**config.mk**
```make
export PLATFORM = sky130hd
export DESIGN_NAME = debug_packet_deframer_flat
export DESIGN_NICKNAME = d
export VERILOG_FILES = /design/src/rtl/core/dpd_pkg.sv /design/src/rtl/core/dpd_if.sv /design/src/rtl/core/dpd_in_reg.sv /design/src/rtl/core/dpd_step.sv /design/src/rtl/core/dpd_out_reg.sv /design/src/rtl/core/debug_packet_deframer.sv /design/src/flat_wrapper.sv
export SDC_FILE = /design/constraint.sdc
export NUM_CORES = 1
export LEC_CHECK = 0
export BUFFER_PORTS_ARGS = -buffer_cell sky130_fd_sc_hd__buf_4
export CORE_AREA = 2 2 73 75
export DETAILED_ROUTE_END_ITERATION = 8
export DIE_AREA = 0 0 75 77
export GPL_TIMING_DRIVEN = 0
export HOLD_SLACK_MARGIN = 0.08
export PLACE_DENSITY = 0.73
export SYNTH_ARGS = -nofsm -noshare
export SYNTH_HDL_FRONTEND = slang
export SYNTH_SLANG_ARGS = --single-unit
```
**constraint.sdc**
```tcl
create_clock -name clk -period 2.6 [get_ports clk]
set_clock_uncertainty 0.2 [all_clocks]
set_input_delay 0.65 -clock clk [delete_from_list [all_inputs] [get_ports clk]]
set_output_delay 0.65 -clock clk [all_outputs]
set_load 0.02 [all_outputs]
```
**src/rtl/core/dpd_pkg.sv**
```systemverilog
// types, character codes and hex decode shared by the packet deframer
package dpd_pkg;

  localparam logic [7:0] CH_START = 8'h24;
  localparam logic [7:0] CH_END   = 8'h23;
  localparam logic [7:0] CH_PLUS  = 8'h2B;
  localparam logic [7:0] CH_MINUS = 8'h2D;

  typedef enum logic [1:0] {
    PH_HUNT    = 2'd0,
    PH_COLLECT = 2'd1,
    PH_DIGIT1  = 2'd2,
    PH_DIGIT2  = 2'd3
  } phase_t;

  typedef enum logic [2:0] {
    EV_PAYLOAD  = 3'd0,
    EV_ACCEPT   = 3'd1,
    EV_MISMATCH = 3'd2,
    EV_ABORT    = 3'd3,
    EV_RESTART  = 3'd4
  } event_t;

  typedef struct packed {
    event_t     event_res;
    logic [7:0] payload_byte;
    logic       reply_valid;
    logic [7:0] reply_char;
  } res_t;

  typedef struct packed {
    logic       ok;
    logic [3:0] val;
  } hex_t;

  function automatic hex_t hex_decode(input logic [7:0] c);
    hex_t h;
    h.ok  = 1'b0;
    h.val = 4'd0;
    if (c >= 8'h30 && c <= 8'h39) begin
      h.ok  = 1'b1;
      h.val = c[3:0];
    end else if ((c >= 8'h61 && c <= 8'h66) || (c >= 8'h41 && c <= 8'h46)) begin
      // low nibble of 'a'/'A' is 1, so add 9 to land on 10
      h.ok  = 1'b1;
      h.val = c[3:0] + 4'd9;
    end
    return h;
  endfunction

endpackage

```
**src/rtl/core/dpd_if.sv**
```systemverilog
// valid/ready channel interfaces of the packet deframer

interface dpd_rx_if;
  logic       valid;
  logic       ready;
  logic [7:0] rx_byte;
  modport source (output valid, output rx_byte, input ready);
  modport sink (input valid, input rx_byte, output ready);
endinterface

interface dpd_cfg_if;
  logic valid;
  logic ready;
  logic ack_enabled;
  modport source (output valid, output ack_enabled, input ready);
  modport sink (input valid, input ack_enabled, output ready);
endinterface

interface dpd_res_if;
  logic                valid;
  logic                ready;
  dpd_pkg::event_t     event_res;
  logic [7:0]          payload_byte;
  logic                reply_valid;
  logic [7:0]          reply_char;
  modport source (output valid, output event_res, output payload_byte,
                  output reply_valid, output reply_char, input ready);
  modport sink (input valid, input event_res, input payload_byte,
                input reply_valid, input reply_char, output ready);
endinterface

```
**src/rtl/core/dpd_in_reg.sv**
```systemverilog
// input register holding one received byte until the step logic takes it
module dpd_in_reg (
  input  logic        clk,
  input  logic        rst,
  dpd_rx_if.sink      rx,
  input  logic        advance,
  output logic        q_valid,
  output logic [7:0]  q_byte
);

  assign rx.ready = !q_valid || advance;

  always_ff @(posedge clk) begin
    if (rst) begin
      q_valid <= 1'b0;
    end else if (rx.ready) begin
      q_valid <= rx.valid;
    end
  end

  always_ff @(posedge clk) begin
    if (rx.valid && rx.ready) begin
      q_byte <= rx.rx_byte;
    end
  end

endmodule

```
**src/rtl/core/dpd_step.sv**
```systemverilog
// framing state machine, checksum sum and per-byte result decode
module dpd_step (
  input  logic          clk,
  input  logic          rst,
  input  logic          ack_enabled,
  input  logic          advance,
  input  logic [7:0]    rx_byte,
  output logic          has_result,
  output dpd_pkg::res_t res
);
  import dpd_pkg::*;

  phase_t     phase;
  phase_t     phase_next;
  logic [7:0] running_sum;
  logic [7:0] running_sum_next;
  logic [3:0] high_nibble;
  logic [3:0] high_nibble_next;
  logic       digit_bad;
  logic       digit_bad_next;
  hex_t       hex;
  logic       sum_match;

  assign hex       = hex_decode(rx_byte);
  assign sum_match = ({high_nibble, hex.val} == running_sum);

  // next state
  always_comb begin
    phase_next       = phase;
    running_sum_next = running_sum;
    high_nibble_next = high_nibble;
    digit_bad_next   = digit_bad;
    unique case (phase)
      PH_HUNT: begin
        if (rx_byte == CH_START) begin
          phase_next       = PH_COLLECT;
          running_sum_next = 8'd0;
        end
      end
      PH_COLLECT: begin
        if (rx_byte == CH_END) begin
          phase_next = PH_DIGIT1;
        end else if (rx_byte == CH_START) begin
          running_sum_next = 8'd0;
        end else begin
          running_sum_next = running_sum + rx_byte;
        end
      end
      PH_DIGIT1: begin
        high_nibble_next = hex.val;
        digit_bad_next   = !hex.ok;
        phase_next       = PH_DIGIT2;
      end
      PH_DIGIT2: begin
        digit_bad_next = 1'b0;
        if (!hex.ok || digit_bad || !ack_enabled || sum_match) begin
          phase_next = PH_HUNT;
        end else begin
          // mismatch: go straight back to collecting the retry
          phase_next       = PH_COLLECT;
          running_sum_next = 8'd0;
        end
      end
      default: phase_next = PH_HUNT;
    endcase
  end

  // outputs
  always_comb begin
    has_result       = 1'b0;
    res.event_res    = EV_PAYLOAD;
    res.payload_byte = 8'd0;
    res.reply_valid  = 1'b0;
    res.reply_char   = 8'd0;
    unique case (phase)
      PH_HUNT: begin
        has_result = 1'b0;
      end
      PH_COLLECT: begin
        if (rx_byte == CH_START) begin
          has_result    = 1'b1;
          res.event_res = EV_RESTART;
        end else if (rx_byte != CH_END) begin
          has_result       = 1'b1;
          res.payload_byte = rx_byte;
        end
      end
      PH_DIGIT1: begin
        has_result = 1'b0;
      end
      PH_DIGIT2: begin
        has_result = 1'b1;
        priority if (!hex.ok || digit_bad) begin
          res.event_res = EV_ABORT;
        end else if (!ack_enabled) begin
          res.event_res = EV_ACCEPT;
        end else if (sum_match) begin
          res.event_res   = EV_ACCEPT;
          res.reply_valid = 1'b1;
          res.reply_char  = CH_PLUS;
        end else begin
          res.event_res   = EV_MISMATCH;
          res.reply_valid = 1'b1;
          res.reply_char  = CH_MINUS;
        end
      end
      default: has_result = 1'b0;
    endcase
  end

  always_ff @(posedge clk) begin
    if (rst) begin
      phase       <= PH_HUNT;
      running_sum <= 8'd0;
      high_nibble <= 4'd0;
      digit_bad   <= 1'b0;
    end else if (advance) begin
      phase       <= phase_next;
      running_sum <= running_sum_next;
      high_nibble <= high_nibble_next;
      digit_bad   <= digit_bad_next;
    end
  end

endmodule

```
**src/rtl/core/dpd_out_reg.sv**
```systemverilog
// result register driving the outgoing channel
module dpd_out_reg (
  input  logic          clk,
  input  logic          rst,
  input  logic          load,
  input  dpd_pkg::res_t res_in,
  output logic          free,
  dpd_res_if.source     res
);
  import dpd_pkg::*;

  res_t data;

  // free when empty or the held request leaves this cycle
  assign free = !res.valid || res.ready;

  always_ff @(posedge clk) begin
    if (rst) begin
      res.valid <= 1'b0;
    end else if (free) begin
      res.valid <= load;
    end
  end

  always_ff @(posedge clk) begin
    if (load && free) begin
      data <= res_in;
    end
  end

  assign res.event_res    = data.event_res;
  assign res.payload_byte = data.payload_byte;
  assign res.reply_valid  = data.reply_valid;
  assign res.reply_char   = data.reply_char;

endmodule

```
**src/rtl/core/debug_packet_deframer.sv**
```systemverilog
// packet deframer top level: byte in, framing event and acknowledgement out
//
//   channel | dir | payload                                        | request
//   rx      | in  | rx_byte                                        | one received character
//   cfg     | in  | ack_enabled                                    | register write
//   res     | out | event_res, payload_byte, reply_valid, reply_char | one framing event
//
// one byte per cycle sustained unless a stall on res holds it; each byte is held in the input
// register and its result in the result register.
// rst (synchronous) clears the framing state to hunting and sets ack_enabled.
// a stall on res holds back only bytes that produce a result; others drain.
module debug_packet_deframer (
  input  logic      clk,
  input  logic      rst,
  dpd_rx_if.sink    rx,
  dpd_cfg_if.sink   cfg,
  dpd_res_if.source res
);
  import dpd_pkg::*;

  logic       q_valid;
  logic [7:0] q_byte;
  logic       advance;
  logic       has_result;
  logic       out_free;
  logic       ack_enabled;
  res_t       step_res;

  assign cfg.ready = 1'b1;

  always_ff @(posedge clk) begin
    if (rst) begin
      ack_enabled <= 1'b1;
    end else if (cfg.valid && cfg.ready) begin
      ack_enabled <= cfg.ack_enabled;
    end
  end

  assign advance = q_valid && (!has_result || out_free);

  dpd_in_reg u_in_reg (
    .clk     (clk),
    .rst     (rst),
    .rx      (rx),
    .advance (advance),
    .q_valid (q_valid),
    .q_byte  (q_byte)
  );

  dpd_step u_step (
    .clk         (clk),
    .rst         (rst),
    .ack_enabled (ack_enabled),
    .advance     (advance),
    .rx_byte     (q_byte),
    .has_result  (has_result),
    .res         (step_res)
  );

  dpd_out_reg u_out_reg (
    .clk    (clk),
    .rst    (rst),
    .load   (advance && has_result),
    .res_in (step_res),
    .free   (out_free),
    .res    (res)
  );

endmodule
```
**src/flat_wrapper.sv**
```systemverilog
// flat-port wrapper written by rule: the top's interface ports become plain ports
module debug_packet_deframer_flat import dpd_pkg::*;
  (clk, rst, rx_valid, rx_rx_byte, rx_ready, cfg_valid, cfg_ack_enabled, cfg_ready, res_valid, res_event_res, res_payload_byte, res_reply_valid, res_reply_char, res_ready);
  dpd_rx_if rx_i ();
  dpd_cfg_if cfg_i ();
  dpd_res_if res_i ();
  input  logic clk;
  input  logic rst;
  input wire logic [$bits(rx_i.valid)-1:0] rx_valid;
  input wire logic [$bits(rx_i.rx_byte)-1:0] rx_rx_byte;
  output wire logic [$bits(rx_i.ready)-1:0] rx_ready;
  input wire logic [$bits(cfg_i.valid)-1:0] cfg_valid;
  input wire logic [$bits(cfg_i.ack_enabled)-1:0] cfg_ack_enabled;
  output wire logic [$bits(cfg_i.ready)-1:0] cfg_ready;
  output wire logic [$bits(res_i.valid)-1:0] res_valid;
  output wire logic [$bits(res_i.event_res)-1:0] res_event_res;
  output wire logic [$bits(res_i.payload_byte)-1:0] res_payload_byte;
  output wire logic [$bits(res_i.reply_valid)-1:0] res_reply_valid;
  output wire logic [$bits(res_i.reply_char)-1:0] res_reply_char;
  input wire logic [$bits(res_i.ready)-1:0] res_ready;
  assign rx_i.valid = rx_valid;
  assign rx_i.rx_byte = rx_rx_byte;
  assign rx_ready = rx_i.ready;
  assign cfg_i.valid = cfg_valid;
  assign cfg_i.ack_enabled = cfg_ack_enabled;
  assign cfg_ready = cfg_i.ready;
  assign res_valid = res_i.valid;
  assign res_event_res = res_i.event_res;
  assign res_payload_byte = res_i.payload_byte;
  assign res_reply_valid = res_i.reply_valid;
  assign res_reply_char = res_i.reply_char;
  assign res_i.ready = res_ready;
  debug_packet_deframer u_core (.clk(clk), .rst(rst), .rx(rx_i), .cfg(cfg_i), .res(res_i));
endmodule
```
After elaboration in Yosys (flattened, before gate mapping)
Cells that the tools add are included.

word-level totals
  word-level logic and storage cells = 85
  flip-flop bits (word level) = 46
  input bits = 14
  output and inout bits = 23

cells by class
  $add $sub $neg = 2
  magnitude comparators = 6
  bitwise gates (word level) = 4
  multiplexer cells = 21
  equality and inequality tests = 11
  reduce and logical (&&, ||, !) cells = 29

operator list
  cell                   number
  $mux W8                4
  $pmux W8 S3            1
  $eq A8 B6 Y1 const B   2
  $ge A8 B7 Y1 const B   2
  $le A8 B7 Y1 const B   2
  $mux W3                4
  $mux W5                2
  $add A8 B8 Y8          1
  $eq A8 B8 Y1           1
  $ge A8 B6 Y1 const B   1
  $le A8 B6 Y1 const B   1
  $ne A2 B2 Y1 const B   4
  $ne A8 B6 Y1 const B   1
  $pmux W2 S4            1
  $logic_and A1 B1 Y1    7
  $logic_or A1 B1 Y1     7
  $mux W2                3
  $pmux W3 S2            1
  $reduce_or A3 Y1       2
  $logic_not A1 Y1       5
  $reduce_and A5 Y1      1
  $add A4 B4 Y4 const B  1
  $eq A2 B2 Y1 const B   2
  $not A1 Y1             4
  other kinds (10)       13

Logic depth before layout (Yosys ltp)
  depth in word-level cells = 11
  mapped depth = 10
  gate-level depth less buffers = 9

Modules after synthesis
From an unflattened synthesis, not the netlist that was laid out.

unflattened totals
  cells, all modules = 241
  area, all modules = 2543.7 um^2

modules (own cells, without submodules)
  module                 seq. area each (um^2)  cells an instance  times used  area each (um^2)
  dpd_step               300.3                  195                1           1529.0
  dpd_out_reg            620.6                  25                 1           655.6
  dpd_in_reg             260.2                  13                 1           295.3
  debug_packet_deframer  20.0                   8                  1           63.8

Least setup slack after synthesis
OpenSTA, ideal clock, no wires.

  kind = register to register
  start = reg u_core.u_in_reg.q_byte[0]
  end = reg u_core.u_step.running_sum[1]
  slack = -0.282 ns
  stages on the path, launching flop included = 11
  setup time = 0.071 ns
  required time = 2.329 ns
  data arrival time = 2.611 ns
  cell sequence = edfxtp_1 -> inv_1 -> ha_1 -> nor3b_1 -> and4bb_4 -> a32o_2 -> xnor2_1 -> and4_1 -> buf_6 -> or4b_1 -> a21oi_1

on the way
  longest elaborated chain between the ends = 11
  elaborated cells on any way between the ends = 35
  those cells by class = add/sub (2); order compare (6); eq/ne (7); mux (8); reduce/logical (12)

RTL lines
  item                                                   RTL line          text
  start, declared                                        dpd_in_reg.sv:8   output logic [7:0] q_byte
  start signal, assigned                                 dpd_in_reg.sv:23  q_byte <= rx.rx_byte;
  branches (longest 11 deep; another with $ge A8 B7 Y1)  --
  end signal, assigned                                   dpd_step.sv:119   running_sum <= running_sum_next;
  end, declared                                          dpd_step.sv:15    logic [7:0] running_sum;

Parallel ways; which one is timed is not known. The select of a mux whose other input is x is not followed.
A chain may end at the register's enable or synchronous reset.

==> results.md <==
Floorplanning:
- The full die area is 0.00578 mm2.
- The initialized floorplan defines 26 standard-cell rows.
- During I/O placement, the number of pins put on the boundary was 37.
- The floorplan step set the die height to 77 um.
- The effective utilization at floorplan is 0.485.
- The area of the core is 0.00498 mm2.
- The die is 75 um wide.

Placed design:
- The post-detailed-placement half-perimeter wirelength is 3.90 mm.
- The final weighted congestion in routability-driven placement is 0.849.
- The number of input and output port buffers inserted is 32.
- The placed instances occupy a cell area of 0.00280 mm2.
- In this run, placement finished with an instance count of 345.

Worst setup path:
- At the worst endpoint, the required time is 2450 ps.
- The worst register-to-register path has a depth of 9.
- The data arrival time of the critical path is 2720 ps.
- The worst register-to-register path has a setup slack of -260 ps.
- The startpoint of the worst-slack reg-to-reg timing path is u_core.u_in_reg.q_byte[0].
- The classification of the worst setup path is reg2reg.
- STA classifies the critical path startpoint as a flip-flop.
- The worst setup path is captured at a flip-flop.
- The maximum fanout count along the critical path is 6.
- The end of the worst register-to-register path is u_core.u_out_reg.res.event_res[1].

Synth:
- For this run, the number of Yosys warnings is 0.
- Of the synthesized area, sequential elements account for 0.423.
- By area the synthesized netlist is led by sky130_fd_sc_hd__edfxtp_1 27%, sky130_fd_sc_hd__dfxtp_1 15%, sky130_fd_sc_hd__ha_1 8.3%.
- After technology mapping, the gate count stands at 241.
- The netlist uses 55 different library cells.
- The register bit count reported by yosys is 40.
- The cell area that synthesis handed to floorplanning was 0.00242 mm2.
- The top cell type's share of synthesized area is 0.273.
- Counting flops with a built-in enable in the synthesized netlist gives 22.
- The average size of a mapped cell is 10.0 um2.
- The synthesized design spends more area on one cell type than any other, namely sky130_fd_sc_hd__edfxtp_1.
- In the synthesized netlist the dominant register cell turns out to be sky130_fd_sc_hd__edfxtp_1.
- The share of flip-flops with an asynchronous set or reset after synthesis is 0.

Pwr:
- The peak supply drop is 0.000436 V.
- In this run the static leakage power is 1.28 nW.
- The power density relative to cell area is 413 mW/mm2.

Route:
- After the first detailed-routing iteration, the DRC count stood at 107.
- In the final routing, the length of wire on met1 measures 2.41 mm.
- Using the TritonRoute via totals, the vias-per-cell ratio works out to 5.44.
- The DRC violation count after routing is 0.
- The wire length per cell is 15.6 um.
- Summed over all nets, wire length on met3 after detailed routing comes to 367 um.
- The number of antenna-violating nets in the routed design is 0.
- The highest signal layer in the routed design is met4.
- The total via count after detailed routing is 2,074.
- Summed over all nets, wire length on met2 after detailed routing comes to 3.07 mm.
- The routed design has 5.95 mm of wire.
- The length of the first detailed-routing pass in iterations is 4.

STA:
- Setup violations remaining at the end of the flow were counted as 15.
- The worst setup margin is -263 ps.
- The final count of hold timing violations is 0.
- The worst hold slack is 306 ps.
- The count of pins over their slew limit is 0.
- The tightest slew margin relative to the limit is 0.436.
- The total negative slack for setup checks is -2860 ps.
- The transition time at the pin with the least slew margin is 841 ps.
- Subtracting the final worst setup slack from the clock period gives 2860 ps.
- Setup repair after global routing could not meet its margin everywhere.
- The maximum achievable frequency is 349 MHz.
- The final worst-path cycle share is 1.10.

Cells and area:
- The final non-filler cell total is 381.
- The final layout net count is 341.
- The ratio of cells with drive above 1 in the final layout is 0.373.
- The total non-filler cell area in the finished layout is 0.00327 mm2.
- 0 antenna diodes ended up in the layout.
- In the layout the commonest cells are 65 x sky130_fd_sc_hd__buf_4, 22 x sky130_fd_sc_hd__edfxtp_1, 21 x sky130_fd_sc_hd__nor2_1, 18 x sky130_fd_sc_hd__dfxtp_1, 15 x sky130_fd_sc_hd__a21oi_1.
- The most common library cell in the layout ignoring fill and taps is sky130_fd_sc_hd__buf_4.
- The filler cells instantiated in the layout total 391.
- The area overhead of the layout relative to synthesis is 35.2%.

Clocking:
- The clock passes through at most 2 buffers.
- The CTS tree is done.
- Clock tree synthesis found a total of 40 sinks.
- The clock latency at the later pin of the worst-skew pair is 300 ps.
- The post-cts hold buffer count is 0.
- The tree is rooted in a sky130_fd_sc_hd__clkbuf_8.
- The maximum level of the CTS H-tree is 2.
- Counting the buffers created by CTS gives 5.
- After clock tree synthesis, the clock-pin slew on the worst setup and hold paths is 80 ps.

Worst hold path:
- The path category of the worst min-delay check is reg2reg.
- The worst hold path was traced through 2 stages.
- For hold timing, the worst endpoint is u_core.u_step.running_sum[5].
- In this run the most critical hold path is launched from u_core.u_step.running_sum[5].

Run status:
- The checks that failed: negative setup slack.
- The flow ran to the end, but the final reports show violations.

Global routing:
- The largest net degree at the start of global routing is 16.
- The first global-routing pass estimated 9.26 mm of wire.
- The number of global-route vias before repair is 2,014.
- The number of antenna violations at the first check in global routing is 0.
- For this run, the total global-route usage over all layers was measured as 0.212.
- The global-route congestion overflow total is 0.

Flow run:
- The count of maximum capacitance violations is 0.
synth_stat cells, types with 2 or more instances:
| library cell | n |
|---|---|
| sky130_fd_sc_hd__edfxtp_1 | 22 |
| sky130_fd_sc_hd__inv_1 | 12 |
| sky130_fd_sc_hd__buf_4 | 7 |
| sky130_fd_sc_hd__nand4_1 | 7 |
| sky130_fd_sc_hd__nor3_1 | 8 |
| sky130_fd_sc_hd__nand2b_1 | 5 |
| sky130_fd_sc_hd__clkbuf_1 | 3 |
| sky130_fd_sc_hd__buf_6 | 2 |
| sky130_fd_sc_hd__and2_1 | 7 |
| sky130_fd_sc_hd__a21o_1 | 4 |
| sky130_fd_sc_hd__nand2_1 | 10 |
| sky130_fd_sc_hd__a221oi_1 | 2 |
| sky130_fd_sc_hd__dfxtp_1 | 18 |
| sky130_fd_sc_hd__o21ai_1 | 6 |
| sky130_fd_sc_hd__nor2b_1 | 5 |
| sky130_fd_sc_hd__o211ai_1 | 2 |
| sky130_fd_sc_hd__and3_1 | 2 |
| sky130_fd_sc_hd__xnor2_1 | 11 |
| sky130_fd_sc_hd__a21oi_1 | 17 |
| sky130_fd_sc_hd__ha_1 | 16 |
| sky130_fd_sc_hd__a31oi_1 | 5 |
| sky130_fd_sc_hd__mux2i_1 | 2 |
| sky130_fd_sc_hd__o21bai_1 | 3 |
| sky130_fd_sc_hd__nand3_1 | 8 |
| sky130_fd_sc_hd__o21ai_0 | 4 |
| sky130_fd_sc_hd__conb_1 | 2 |
| sky130_fd_sc_hd__or4b_1 | 2 |
| sky130_fd_sc_hd__nor2_1 | 22 |
worst max-delay path by stage:
stage                              start                           endpoint  slack (ps)  cells after the start
6_report       u_core.u_in_reg.q_byte[0]  u_core.u_out_reg.res.event_res[1]        -260                      9
5_1_grt        u_core.u_in_reg.q_byte[0]  u_core.u_out_reg.res.event_res[1]        -390                      9
4_1_cts        u_core.u_in_reg.q_byte[0]  u_core.u_out_reg.res.event_res[1]        -250                      9
3_5_place_dp   u_core.u_in_reg.q_byte[0]  u_core.u_out_reg.res.event_res[1]        -490                      9
3_3_place_gp   u_core.u_in_reg.q_byte[0]  u_core.u_out_reg.res.event_res[1]        -460                      9
2_1_floorplan  u_core.u_in_reg.q_byte[0]       u_core.u_step.running_sum[1]        -150                     10
state kept, by name, summed over array words and instances, names as in the netlist:
signal and count:
u_core.ack_enabled 1, u_core.u_out_reg.res.reply_char 3, u_core.u_step.digit_bad 1, u_core.u_in_reg.q_valid 1, u_core.u_in_reg.q_byte 8, u_core.u_out_reg.res.payload_byte 8, u_core.u_out_reg.res.valid 1, u_core.u_out_reg.res.event_res 3
u_core.u_step.high_nibble 4, u_core.u_step.running_sum 8, u_core.u_step.phase 2
repair_timing:
action,4_1_cts,5_1_grt
setup buffers,25,6
setup endpoints to repair,40,31
gates resized for setup,27,5
pin swaps,11,5
gates cloned,0,0
hold endpoints to repair,0,0
metrics by stage:
step / setup WS [ps] / total power [mW] / util
after CTS: -251 / 1.35 / 0.644
after global placement: -463 / 0.809 / 0.562
after detailed placement: -492 / 0.812 / 0.562
after floorplan: -149 / 0.774 / -
final: -263 / 1.35 / 0.656
after global routing: -393 / 1.39 / 0.656
metal layers:
layer  up-vias  track usage
met2        57        0.363
met4         0       0.0732
met3        10       0.0499
li1       1015            -
met5         -            0
met1       992        0.255
cells by family after synthesis:
| group | count (synthesis) | synth area share |
|---|---|---|
| XOR/XNOR | 11 | 0.0399 |
| other | 2 | 0.00311 |
| AND/OR/NAND/NOR | 85 | 0.205 |
| adder cells (fa/ha/maj) | 17 | 0.0911 |
| buffers and inverters | 24 | 0.0544 |
| AO/OA/AOI/OAI | 60 | 0.176 |
| multiplexers | 2 | 0.00829 |
| flip-flops | 40 | 0.423 |
area by class of cell:
cell class / instances / area [um2] / area share
repair buffers: 62 / 480 / 0.147
well taps: 70 / 87.6 / 0.0268
clock buffers: 5 / 68.8 / 0.0211
inverters: 12 / 45.0 / 0.0138
multi-input cells: 179 / 1450 / 0.444
plain buffers: 10 / 71.3 / 0.0218
clock inverters: 3 / 42.5 / 0.0130
flip-flops and latches: 40 / 1020 / 0.313
power breakdown:
| group | leakage (nW) | switching (mW) | internal (mW) |
|---|---|---|---|
| Sequential | 0.338 | 0.0215 | 0.672 |
| Clock | 0.0558 | 0.233 | 0.284 |
| Combinational | 0.884 | 0.0676 | 0.0714 |
| Total | 1.28 | 0.322 | 1.03 |
critical path, stage by stage (launching register included):
cell                       delay [ps]
sky130_fd_sc_hd__edfxtp_1         530
sky130_fd_sc_hd__buf_6            190
sky130_fd_sc_hd__ha_4             160
sky130_fd_sc_hd__nor3b_2          140
sky130_fd_sc_hd__and4bb_4         240
sky130_fd_sc_hd__a221o_1          310
sky130_fd_sc_hd__a221oi_2         310
sky130_fd_sc_hd__nand4_1          220
sky130_fd_sc_hd__a211oi_2         240
sky130_fd_sc_hd__nor2b_1           80
Power figures use the tool's default switching activity.
